==> src/rtl/core/iupac_pattern_search_unit_macros.svh <==
// ----------------------------------------------------------------------------
// IUPAC pattern search unit - assertion macros
// Shared concurrent assertion forms for the search unit modules.
// ----------------------------------------------------------------------------
`ifndef IUPAC_PATTERN_SEARCH_UNIT_MACROS_SVH
`define IUPAC_PATTERN_SEARCH_UNIT_MACROS_SVH

// Check the consequent in the same cycle as the antecedent.
`define IUPS_ASSERT_NOW(lbl, clk, rst_n, ante, cons, msg) \
    lbl: assert property (@(posedge clk) disable iff (!rst_n) (ante) |-> (cons)) \
        else $error(msg);

// Check the consequent in the cycle after the antecedent.
`define IUPS_ASSERT_NEXT(lbl, clk, rst_n, ante, cons, msg) \
    lbl: assert property (@(posedge clk) disable iff (!rst_n) (ante) |=> (cons)) \
        else $error(msg);

`endif

==> src/rtl/core/iups_pkg.sv <==
// ----------------------------------------------------------------------------
// IUPAC pattern search package
// Beat types, register codes and the per-character IUPAC match rule.
// ----------------------------------------------------------------------------
`default_nettype none

package iups_pkg;

    localparam int CHAR_W    = 8;
    localparam int PAT_CHARS = 16;
    localparam int LEN_W     = 5;
    localparam int CFG_IDX_W = 2;
    localparam int CFG_DATA_W = 64;
    localparam int START_W   = 32;

    // Register indexes of the configuration port
    localparam logic [CFG_IDX_W-1:0] CFG_PAT_LOW  = 2'd0;
    localparam logic [CFG_IDX_W-1:0] CFG_PAT_HIGH = 2'd1;
    localparam logic [CFG_IDX_W-1:0] CFG_PAT_LEN  = 2'd2;

    // ASCII codes used by the match rule
    localparam logic [7:0] ASC_LOW_A = 8'h61;
    localparam logic [7:0] ASC_LOW_Z = 8'h7A;
    localparam logic [7:0] ASC_CASE  = 8'h20;
    localparam logic [7:0] ASC_A = 8'h41;
    localparam logic [7:0] ASC_B = 8'h42;
    localparam logic [7:0] ASC_C = 8'h43;
    localparam logic [7:0] ASC_D = 8'h44;
    localparam logic [7:0] ASC_G = 8'h47;
    localparam logic [7:0] ASC_H = 8'h48;
    localparam logic [7:0] ASC_K = 8'h4B;
    localparam logic [7:0] ASC_M = 8'h4D;
    localparam logic [7:0] ASC_N = 8'h4E;
    localparam logic [7:0] ASC_R = 8'h52;
    localparam logic [7:0] ASC_S = 8'h53;
    localparam logic [7:0] ASC_T = 8'h54;
    localparam logic [7:0] ASC_U = 8'h55;
    localparam logic [7:0] ASC_V = 8'h56;
    localparam logic [7:0] ASC_W = 8'h57;
    localparam logic [7:0] ASC_Y = 8'h59;
    localparam logic [7:0] ASC_Z = 8'h5A;

    typedef struct packed {
        logic [CHAR_W-1:0] subject_char;
        logic              first_of_sequence;
    } t_in_item;

    typedef struct packed {
        logic               hit;
        logic [START_W-1:0] start_position;
    } t_out_item;

    typedef struct packed {
        logic [PAT_CHARS*CHAR_W-1:0] pattern_chars;
        logic [LEN_W-1:0]            pattern_length;
    } t_cfg;

    function automatic logic [7:0] upcase(input logic [7:0] c);
        if (c >= ASC_LOW_A && c <= ASC_LOW_Z) begin
            return c - ASC_CASE;
        end
        return c;
    endfunction

    // One-hot bit of a capital letter within the A..Z set
    function automatic logic [25:0] lb(input logic [7:0] c);
        logic [7:0] off;
        off = c - ASC_A;
        return 26'(1) << off[4:0];
    endfunction

    // True when pattern code p accepts subject byte s
    function automatic logic char_matches(input logic [7:0] p, input logic [7:0] s);
        logic [7:0]  up;
        logic [7:0]  us;
        logic [7:0]  off;
        logic [25:0] acc;
        logic        any;
        up  = upcase(p);
        us  = upcase(s);
        off = us - ASC_A;
        acc = '0;
        any = 1'b0;
        unique case (up)
            ASC_C: acc = lb(ASC_C);
            ASC_T: acc = lb(ASC_T);
            ASC_U: acc = lb(ASC_U);
            ASC_A: acc = lb(ASC_A);
            ASC_G: acc = lb(ASC_G);
            ASC_Y: acc = lb(ASC_C) | lb(ASC_T) | lb(ASC_U) | lb(ASC_Y);
            ASC_R: acc = lb(ASC_A) | lb(ASC_G) | lb(ASC_R);
            ASC_W: acc = lb(ASC_A) | lb(ASC_T) | lb(ASC_U) | lb(ASC_W);
            ASC_S: acc = lb(ASC_C) | lb(ASC_G) | lb(ASC_S);
            ASC_K: acc = lb(ASC_G) | lb(ASC_T) | lb(ASC_U) | lb(ASC_K);
            ASC_M: acc = lb(ASC_C) | lb(ASC_A) | lb(ASC_M);
            ASC_B: acc = lb(ASC_C) | lb(ASC_G) | lb(ASC_T) | lb(ASC_U) | lb(ASC_B);
            ASC_D: acc = lb(ASC_A) | lb(ASC_G) | lb(ASC_T) | lb(ASC_U) | lb(ASC_D);
            ASC_H: acc = lb(ASC_A) | lb(ASC_C) | lb(ASC_T) | lb(ASC_U) | lb(ASC_H);
            ASC_V: acc = lb(ASC_A) | lb(ASC_C) | lb(ASC_G) | lb(ASC_V);
            // N and every non-IUPAC byte are wildcards
            ASC_N:   any = 1'b1;
            default: any = 1'b1;
        endcase
        if (any) begin
            return 1'b1;
        end
        if (us < ASC_A || us > ASC_Z) begin
            return 1'b0;
        end
        return acc[off[4:0]];
    endfunction

endpackage

`default_nettype wire

==> src/rtl/core/iups_cfg_regs.sv <==
// ----------------------------------------------------------------------------
// IUPAC pattern search - configuration registers
// Holds the pattern characters and pattern length written over the config port.
// ----------------------------------------------------------------------------
`default_nettype none

module iups_cfg_regs
    import iups_pkg::*;
(
    input  wire logic                  i_clk,
    input  wire logic                  i_rst_n,
    input  wire logic                  i_cfg_valid,
    output logic                       o_cfg_ready,
    input  wire logic [CFG_IDX_W-1:0]  i_cfg_index,
    input  wire logic [CFG_DATA_W-1:0] i_cfg_data,
    output t_cfg                       o_cfg
);

    logic [CFG_DATA_W-1:0] r_pat_low;
    logic [CFG_DATA_W-1:0] r_pat_high;
    logic [LEN_W-1:0]      r_pat_len;

    // Take a write beat in every cycle
    assign o_cfg_ready = 1'b1;

    // Decode the register index; unknown indexes are dropped
    always_ff @(posedge i_clk) begin
        if (!i_rst_n) begin
            r_pat_low  <= '0;
            r_pat_high <= '0;
            r_pat_len  <= LEN_W'(1);
        end else if (i_cfg_valid) begin
            unique case (i_cfg_index)
                CFG_PAT_LOW:  r_pat_low  <= i_cfg_data;
                CFG_PAT_HIGH: r_pat_high <= i_cfg_data;
                CFG_PAT_LEN:  r_pat_len  <= i_cfg_data[LEN_W-1:0];
                default: ;
            endcase
        end
    end

    assign o_cfg.pattern_chars  = {r_pat_high, r_pat_low};
    assign o_cfg.pattern_length = r_pat_len;

endmodule

`default_nettype wire

==> src/rtl/core/iups_input_reg.sv <==
// ----------------------------------------------------------------------------
// IUPAC pattern search - input register
// Registers one subject beat and hands it to the match stage.
// ----------------------------------------------------------------------------
`default_nettype none

module iups_input_reg
    import iups_pkg::*;
(
    input  wire logic     i_clk,
    input  wire logic     i_rst_n,
    input  wire logic     i_valid,
    output logic          o_ready,
    input  wire t_in_item i_item,
    output logic          o_valid,
    input  wire logic     i_down_ready,
    output t_in_item      o_item
);

    logic     r_valid;
    t_in_item r_item;

    // Accept while empty or while the held beat moves on
    assign o_ready = !r_valid || i_down_ready;

    always_ff @(posedge i_clk) begin
        if (!i_rst_n) begin
            r_valid <= 1'b0;
        end else if (o_ready) begin
            r_valid <= i_valid;
        end
    end

    // Load payload on accept
    always_ff @(posedge i_clk) begin
        if (i_valid && o_ready) begin
            r_item <= i_item;
        end
    end

    assign o_valid = r_valid;
    assign o_item  = r_item;

endmodule

`default_nettype wire

==> src/rtl/core/iups_match_stage.sv <==
// ----------------------------------------------------------------------------
// IUPAC pattern search - window and match stage
// Shifts the subject window, counts positions and compares the pattern
// against the window ending at the new character, into a result register.
// ----------------------------------------------------------------------------
`default_nettype none
`include "iupac_pattern_search_unit_macros.svh"

module iups_match_stage
    import iups_pkg::*;
#(
    parameter int MAX_PATTERN   = 16,
    parameter int POSITION_BITS = 32
) (
    input  wire logic     i_clk,
    input  wire logic     i_rst_n,
    input  wire logic     i_valid,
    output logic          o_ready,
    input  wire t_in_item i_item,
    input  wire t_cfg     i_cfg,
    output logic          o_valid,
    input  wire logic     i_out_ready,
    output t_out_item     o_item
);

    localparam int CAP       = (MAX_PATTERN < PAT_CHARS) ? MAX_PATTERN : PAT_CHARS;
    localparam int WIN_IDX_W = (CAP > 1) ? $clog2(CAP) : 1;
    localparam int SW        = (POSITION_BITS > START_W) ? POSITION_BITS : START_W;
    localparam logic [POSITION_BITS-1:0] POS_MAX = {POSITION_BITS{1'b1}};

    logic [CHAR_W-1:0]        r_win [CAP];
    logic [CHAR_W-1:0]        n_win [CAP];
    logic [POSITION_BITS-1:0] r_pos;
    logic [POSITION_BITS-1:0] n_pos;
    logic                     r_out_valid;
    t_out_item                r_out_item;
    t_out_item                n_out_item;

    logic                     advance;
    logic [LEN_W-1:0]         eff_len;
    logic [POSITION_BITS-1:0] idx;
    logic                     at_max;
    logic                     long_enough;
    logic [CAP-1:0]           lane_ok;
    logic                     hit;
    logic [SW-1:0]            start_full;

    // Move the held beat when the result register is free or being taken
    assign o_ready = !r_out_valid || i_out_ready;
    assign advance = i_valid && o_ready;

    // Clamp the configured length into 1..CAP
    always_comb begin
        eff_len = i_cfg.pattern_length;
        if (eff_len == '0) begin
            eff_len = LEN_W'(1);
        end
        if (eff_len > LEN_W'(CAP)) begin
            eff_len = LEN_W'(CAP);
        end
    end

    // Shift in the new character; a sequence start clears the older entries
    always_comb begin
        n_win[0] = i_item.subject_char;
        for (int k = 1; k < CAP; k++) begin
            n_win[k] = i_item.first_of_sequence ? '0 : r_win[k-1];
        end
    end

    // Position of this character, saturating count for the next one
    assign idx         = i_item.first_of_sequence ? '0 : r_pos;
    assign at_max      = (idx == POS_MAX);
    assign n_pos       = at_max ? idx : idx + 1'b1;
    assign long_enough = at_max ||
        (({1'b0, idx} + (POSITION_BITS+1)'(1)) >= (POSITION_BITS+1)'(eff_len));

    // One compare lane per pattern character; lane i sees window entry len-1-i
    for (genvar i = 0; i < CAP; i++) begin : g_lane
        logic [LEN_W-1:0] sel;
        assign sel = eff_len - LEN_W'(1) - LEN_W'(i);
        assign lane_ok[i] = (LEN_W'(i) >= eff_len) ||
            char_matches(i_cfg.pattern_chars[CHAR_W*i +: CHAR_W],
                         n_win[sel[WIN_IDX_W-1:0]]);
    end

    assign hit        = long_enough && (&lane_ok);
    assign start_full = SW'(idx) - SW'(eff_len) + SW'(1);

    always_comb begin
        n_out_item.hit            = hit;
        n_out_item.start_position = hit ? start_full[START_W-1:0] : '0;
    end

    // Update window and position state on each advancing beat
    always_ff @(posedge i_clk) begin
        if (!i_rst_n) begin
            for (int k = 0; k < CAP; k++) begin
                r_win[k] <= '0;
            end
            r_pos <= '0;
        end else if (advance) begin
            for (int k = 0; k < CAP; k++) begin
                r_win[k] <= n_win[k];
            end
            r_pos <= n_pos;
        end
    end

    // Result register valid flag
    always_ff @(posedge i_clk) begin
        if (!i_rst_n) begin
            r_out_valid <= 1'b0;
        end else if (o_ready) begin
            r_out_valid <= i_valid;
        end
    end

    // Result payload
    always_ff @(posedge i_clk) begin
        if (advance) begin
            r_out_item <= n_out_item;
        end
    end

    assign o_valid = r_out_valid;
    assign o_item  = r_out_item;

    `IUPS_ASSERT_NOW(a_miss_zero_start, i_clk, i_rst_n,
        r_out_valid && !r_out_item.hit, r_out_item.start_position == '0,
        "miss result carries a nonzero start")
    `IUPS_ASSERT_NEXT(a_advance_fills, i_clk, i_rst_n, advance, r_out_valid,
        "advanced beat did not reach the result register")
    `IUPS_ASSERT_NEXT(a_pos_no_drop, i_clk, i_rst_n,
        advance && !i_item.first_of_sequence, r_pos >= $past(r_pos),
        "position count went backward")
    `IUPS_ASSERT_NEXT(a_pos_idle_hold, i_clk, i_rst_n, !advance, $stable(r_pos),
        "position count moved without a beat")

endmodule

`default_nettype wire

==> src/rtl/core/iupac_pattern_search_unit.sv <==
// A character beat is held in the input register once it is accepted and
// then moves on to the result register, which presents its result beat.
// Throughput: one character per cycle while the output is ready; the input
// and result registers each hold one beat, so the lane compare sets the rate.
// Reset (synchronous, active low) clears the window, the position count and
// both valid flags, and loads pattern characters 0 and pattern length 1.
// ----------------------------------------------------------------------------
// IUPAC pattern search unit
// Streams subject characters and flags windows that match an IUPAC pattern.
// ----------------------------------------------------------------------------
`default_nettype none

module iupac_pattern_search_unit
    import iups_pkg::*;
#(
    parameter int MAX_PATTERN   = 16,
    parameter int POSITION_BITS = 32
) (
    input  wire logic                  i_clk,
    input  wire logic                  i_rst_n,
    input  wire logic                  i_in_valid,
    output logic                       o_in_ready,
    input  wire t_in_item              i_in_data,
    output logic                       o_out_valid,
    input  wire logic                  i_out_ready,
    output t_out_item                  o_out_data,
    input  wire logic                  i_cfg_valid,
    output logic                       o_cfg_ready,
    input  wire logic [CFG_IDX_W-1:0]  i_cfg_index,
    input  wire logic [CFG_DATA_W-1:0] i_cfg_data
);

    t_cfg     cfg;
    logic     held_valid;
    logic     held_ready;
    t_in_item held_item;

    // Configuration registers
    iups_cfg_regs u_cfg (
        .i_clk       (i_clk),
        .i_rst_n     (i_rst_n),
        .i_cfg_valid (i_cfg_valid),
        .o_cfg_ready (o_cfg_ready),
        .i_cfg_index (i_cfg_index),
        .i_cfg_data  (i_cfg_data),
        .o_cfg       (cfg)
    );

    // Input beat register
    iups_input_reg u_in (
        .i_clk        (i_clk),
        .i_rst_n      (i_rst_n),
        .i_valid      (i_in_valid),
        .o_ready      (o_in_ready),
        .i_item       (i_in_data),
        .o_valid      (held_valid),
        .i_down_ready (held_ready),
        .o_item       (held_item)
    );

    // Window, position and match into the result register
    iups_match_stage #(
        .MAX_PATTERN   (MAX_PATTERN),
        .POSITION_BITS (POSITION_BITS)
    ) u_match (
        .i_clk       (i_clk),
        .i_rst_n     (i_rst_n),
        .i_valid     (held_valid),
        .o_ready     (held_ready),
        .i_item      (held_item),
        .i_cfg       (cfg),
        .o_valid     (o_out_valid),
        .i_out_ready (i_out_ready),
        .o_item      (o_out_data)
    );

endmodule

`default_nettype wire

==> config.mk <==
export PLATFORM = sky130hd
export DESIGN_NAME = iupac_pattern_search_unit
export DESIGN_NICKNAME = d
export VERILOG_FILES = /design/src/rtl/core/iups_pkg.sv /design/src/rtl/core/iups_cfg_regs.sv /design/src/rtl/core/iups_input_reg.sv /design/src/rtl/core/iups_match_stage.sv /design/src/rtl/core/iupac_pattern_search_unit.sv
export VERILOG_INCLUDE_DIRS = /design/src /design/src/rtl/core
export SDC_FILE = /design/constraint.sdc
export NUM_CORES = 2
export LEC_CHECK = 0
export ABC_AREA = 1
export BUFFER_PORTS_ARGS = -buffer_cell sky130_fd_sc_hd__buf_2
export CAP_MARGIN = 0
export CORE_ASPECT_RATIO = 2
export CORE_UTILIZATION = 62
export CTS_BUF_LIST = sky130_fd_sc_hd__clkbuf_8
export CTS_CLUSTER_DIAMETER = 80
export DETAILED_ROUTE_END_ITERATION = 6
export HOLD_SLACK_MARGIN = 0.12
export PLACE_DENSITY = 0.78
export SKIP_LAST_GASP = 1
export SLEW_MARGIN = 30
export SYNTH_ARGS = -nofsm -noshare
export SYNTH_HDL_FRONTEND = slang
export SYNTH_SLANG_ARGS = --single-unit
==> constraint.sdc <==
create_clock -name i_clk -period 6.4 [get_ports i_clk]
set_input_delay 0.64 -clock i_clk [delete_from_list [all_inputs] [get_ports i_clk]]
set_output_delay 0.64 -clock i_clk [all_outputs]
set_load 0.05 [all_outputs]
==> impl_metrics.json <==
{
  "synth-main-ff-cell": "dfxtp_1",
  "max_freq_mhz": 176.1,
  "clkSlewWorstSetupHoldPaths_ns": 0.08,
  "pin_count": 116,
  "place_ws_ns": 0.8509,
  "cp-endpoint": "u_match.o_item[31]",
  "synth_compound_area_share_pct": 10.80,
  "overflow": 0,
  "synth_fp_nets": 6435,
  "slowest_stage": "dfxtp_1",
  "area_growth_pct": 6.292,
  "holdWs_ns": 0.1292,
  "path_buf_inv": 5,
  "rsz0062_at_grt": "no",
  "nets": 6425,
  "synth_area_um2": 35240,
  "clock-sinks": 329,
  "synth_warnings": 0,
  "hp-class": "primary input to register",
  "grt.total_usage_pct": 46.61,
  "die_w_um": 170.6,
  "clock_latency_ns": 0.78,
  "hold_start": "i_cfg_data[15]",
  "required_ns": 6.97,
  "fillCellCount": 5372,
  "io_buffer_count": 114,
  "start_util_pct": 62.73,
  "final_common_cell": "nand2_1",
  "finalWorstSetupSlack_ns": 0.7227,
  "powerDensity_nw_per_um2": 245.3,
  "gp_routability_congestion": 1.088,
  "firstDrtPassIters": 7,
  "crit_cells": 30,
  "htree_levels": 2,
  "path_delay_family": "simple AND/OR/NAND/NOR gates",
  "drive_above_1_share_pct": 5.498,
  "hold_buffers": 0,
  "ir_drop_mv": 0.2263,
  "dieArea_um2": 57850,
  "relSlewSlack_pct": 26.31,
  "drv_cap": 0,
  "cts_made_buffers": 50,
  "critPathMaxFanout": 51,
  "slew_viol_final": 0,
  "cpPeakStageDelay_ns": 0.52,
  "violations": "DRC",
  "first_iter_violations": 3834,
  "fin_skew_ns": 0.07703,
  "synth_edf_count": 162,
  "setup-violations-final": 0,
  "synth_xor_area_share_pct": 1.669,
  "synth_mux_area_share_pct": 0.08522,
  "endpoint_kind": "register",
  "chipHeight_um": 339.2,
  "wl_per_cell_um": 19.58,
  "routed_wirelength_um": 136500,
  "seq_area_frac_synth_pct": 23.29,
  "yosysUniqueCellTypes": 58,
  "grt_max_degree": 147,
  "period_minus_slack_ns": 5.677,
  "post_cts.repair.setup_buffers": 0,
  "cts.repair.resized": 0,
  "hold_depth": 3,
  "regToRegEndpoint": "u_match.o_item[31]",
  "wl_met3_um": 13100,
  "hpwl_um": 102300,
  "synth.area.top_cells": "nand2_1 21%, nand3_1 14%, edfxtp_1 14%, dfxtp_1 9.5%, nor2_1 8.1%",
  "drt-met1-wl_um": 44020,
  "status": "finished with violations",
  "ys_ff_latch": 329,
  "synth_top_area_share_pct": 20.93,
  "antenna_found_initial": 3,
  "cp.arrival_ns": 6.24,
  "synth_top_family_by_area": "simple AND/OR/NAND/NOR gates",
  "grt_pass1_vias": 39358,
  "clockRootBuffer": "clkbuf_8",
  "synth_top_area_cell": "nand2_1",
  "worst_pin_slew_ns": 1.094,
  "syn-instance-count": 6191,
  "cts.path.max_buffers": 3,
  "vias_per_cell": 6.036,
  "cellLeakagePower_nw": 19.36,
  "core.rowCount": 123,
  "crit_type": "register to register",
  "yosys.area_share.simple_pct": 47.95,
  "synth_fa_ha_area_share_pct": 5.845,
  "reg2reg_slack_ns": 0.72,
  "post-route-period-util_pct": 88.71,
  "reg2reg_from": "u_cfg.r_pat_len[4]",
  "hold_viol_final": 0,
  "cts_tree": "done",
  "avgSynthCellArea_um2": 5.692,
  "met2_length_um": 63060,
  "vias": 42098,
  "rr_worst_depth": 30,
  "postRouteAntennaNets": 0,
  "synth-async-reset-ratio_pct": 0,
  "drc": 4,
  "highest_layer": "met4",
  "path_common_cell": "nand2_1",
  "start_kind": "register",
  "grt_pass1_wl_um": 208700,
  "final_cell_mix": "1,963 x nand2_1, 973 x nand3_1, 761 x nor2_1",
  "core-area_um2": 56170,
  "finalSetupTns_ns": 0,
  "crit_start": "u_cfg.r_pat_len[4]"
}
-- metrics by stage --
stage | area, um2 | std cells | total power, mW | util (%)
6_report | 37450 | 6974 | 9.187 | 66.68
5_1_grt | 37450 | 6973 | 9.777 | 66.67
4_1_cts | 37330 | 6961 | 8.973 | 66.45
3_5_place_dp | 36190 | 6869 | 6.953 | 64.42
3_3_place_gp | 36180 | 6869 | 6.884 | 64.40
2_1_floorplan | 35240 | 6191 | 5.788 | -
-- routing by layer --
layer,global-route usage (%),vias to the layer above
li1,-,20188
met1,44.12,18919
met2,77.15,2172
met5,0,-
met3,14.07,819
met4,48.18,0
-- state kept, by name, indices dropped and copies added, names as in the netlist --
register          cells
u_cfg.r_pat_high     64
u_in.o_item           9
u_match.r_win       120
u_match.r_pos        32
u_match.o_item       33
u_match.o_valid       1
u_in.o_valid          1
u_cfg.r_pat_low      64
u_cfg.r_pat_len       5
-- cell usage after synthesis, types with 16 or more instances --
library cell / count
nor2_1: 761
a21oi_1: 204
dfxtp_1: 167
nand2_2: 16
nand2_1: 1965
buf_2: 62
o22ai_1: 22
edfxtp_1: 162
xor2_1: 49
ha_1: 163
clkbuf_1: 115
o21ai_0: 377
o21ai_1: 35
nor2_2: 32
nand3b_1: 20
inv_1: 664
buf_1: 45
nand4_1: 105
nor3_1: 86
nand3_1: 974
-- logic make-up (layout without fill, tap and decap cells) --
kind of cell,Yosys count,count (layout)
AO/OA/AOI/OAI,713,713
XOR/XNOR,65,65
adder cells (fa/ha/maj),164,164
buffers and inverters,923,953
flip-flops,329,329
multiplexers,3,3
other,1,4
AND/OR/NAND/NOR,3993,3993
-- where the power goes --
part / internal (mW) / leakage [nW] / switching [mW]
Combinational: 1.33 / 15.7 / 3.40
Sequential: 2.34 / 3.04 / 0.0642
Clock: 1.07 / 0.633 / 0.980
Total: 4.74 / 19.4 / 4.44
-- how the worst min path moves through the flow --
stage	end	slack [ns]
5_1_grt	u_cfg.r_pat_low[7]	0.16
6_report	u_cfg.r_pat_low[15]	0.13
4_1_cts	u_in.o_item[8]	0.13
3_3_place_gp	u_cfg.r_pat_high[55]	0.44
2_1_floorplan	u_cfg.r_pat_high[15]	0.42
3_5_place_dp	u_cfg.r_pat_high[63]	0.45
-- final cells by class --
type / count / area, um2 / area share (%)
multi-input cells: 4939 / 23440 / 62.58
repair buffers: 180 / 1161 / 3.100
clock inverters: 28 / 257.7 / 0.6882
well taps: 750 / 938.4 / 2.505
diodes: 3 / 7.507 / 0.02004
inverters: 681 / 2561 / 6.838
flip-flops and latches: 329 / 8208 / 21.91
clock buffers: 64 / 880.8 / 2.352
-- worst min-delay path: stages --
cell and delay, ns:
buf_2 0.09, nor2_1 0.04, nor2_1 0.09
Note: power is estimated with default switching activity, not from simulation.
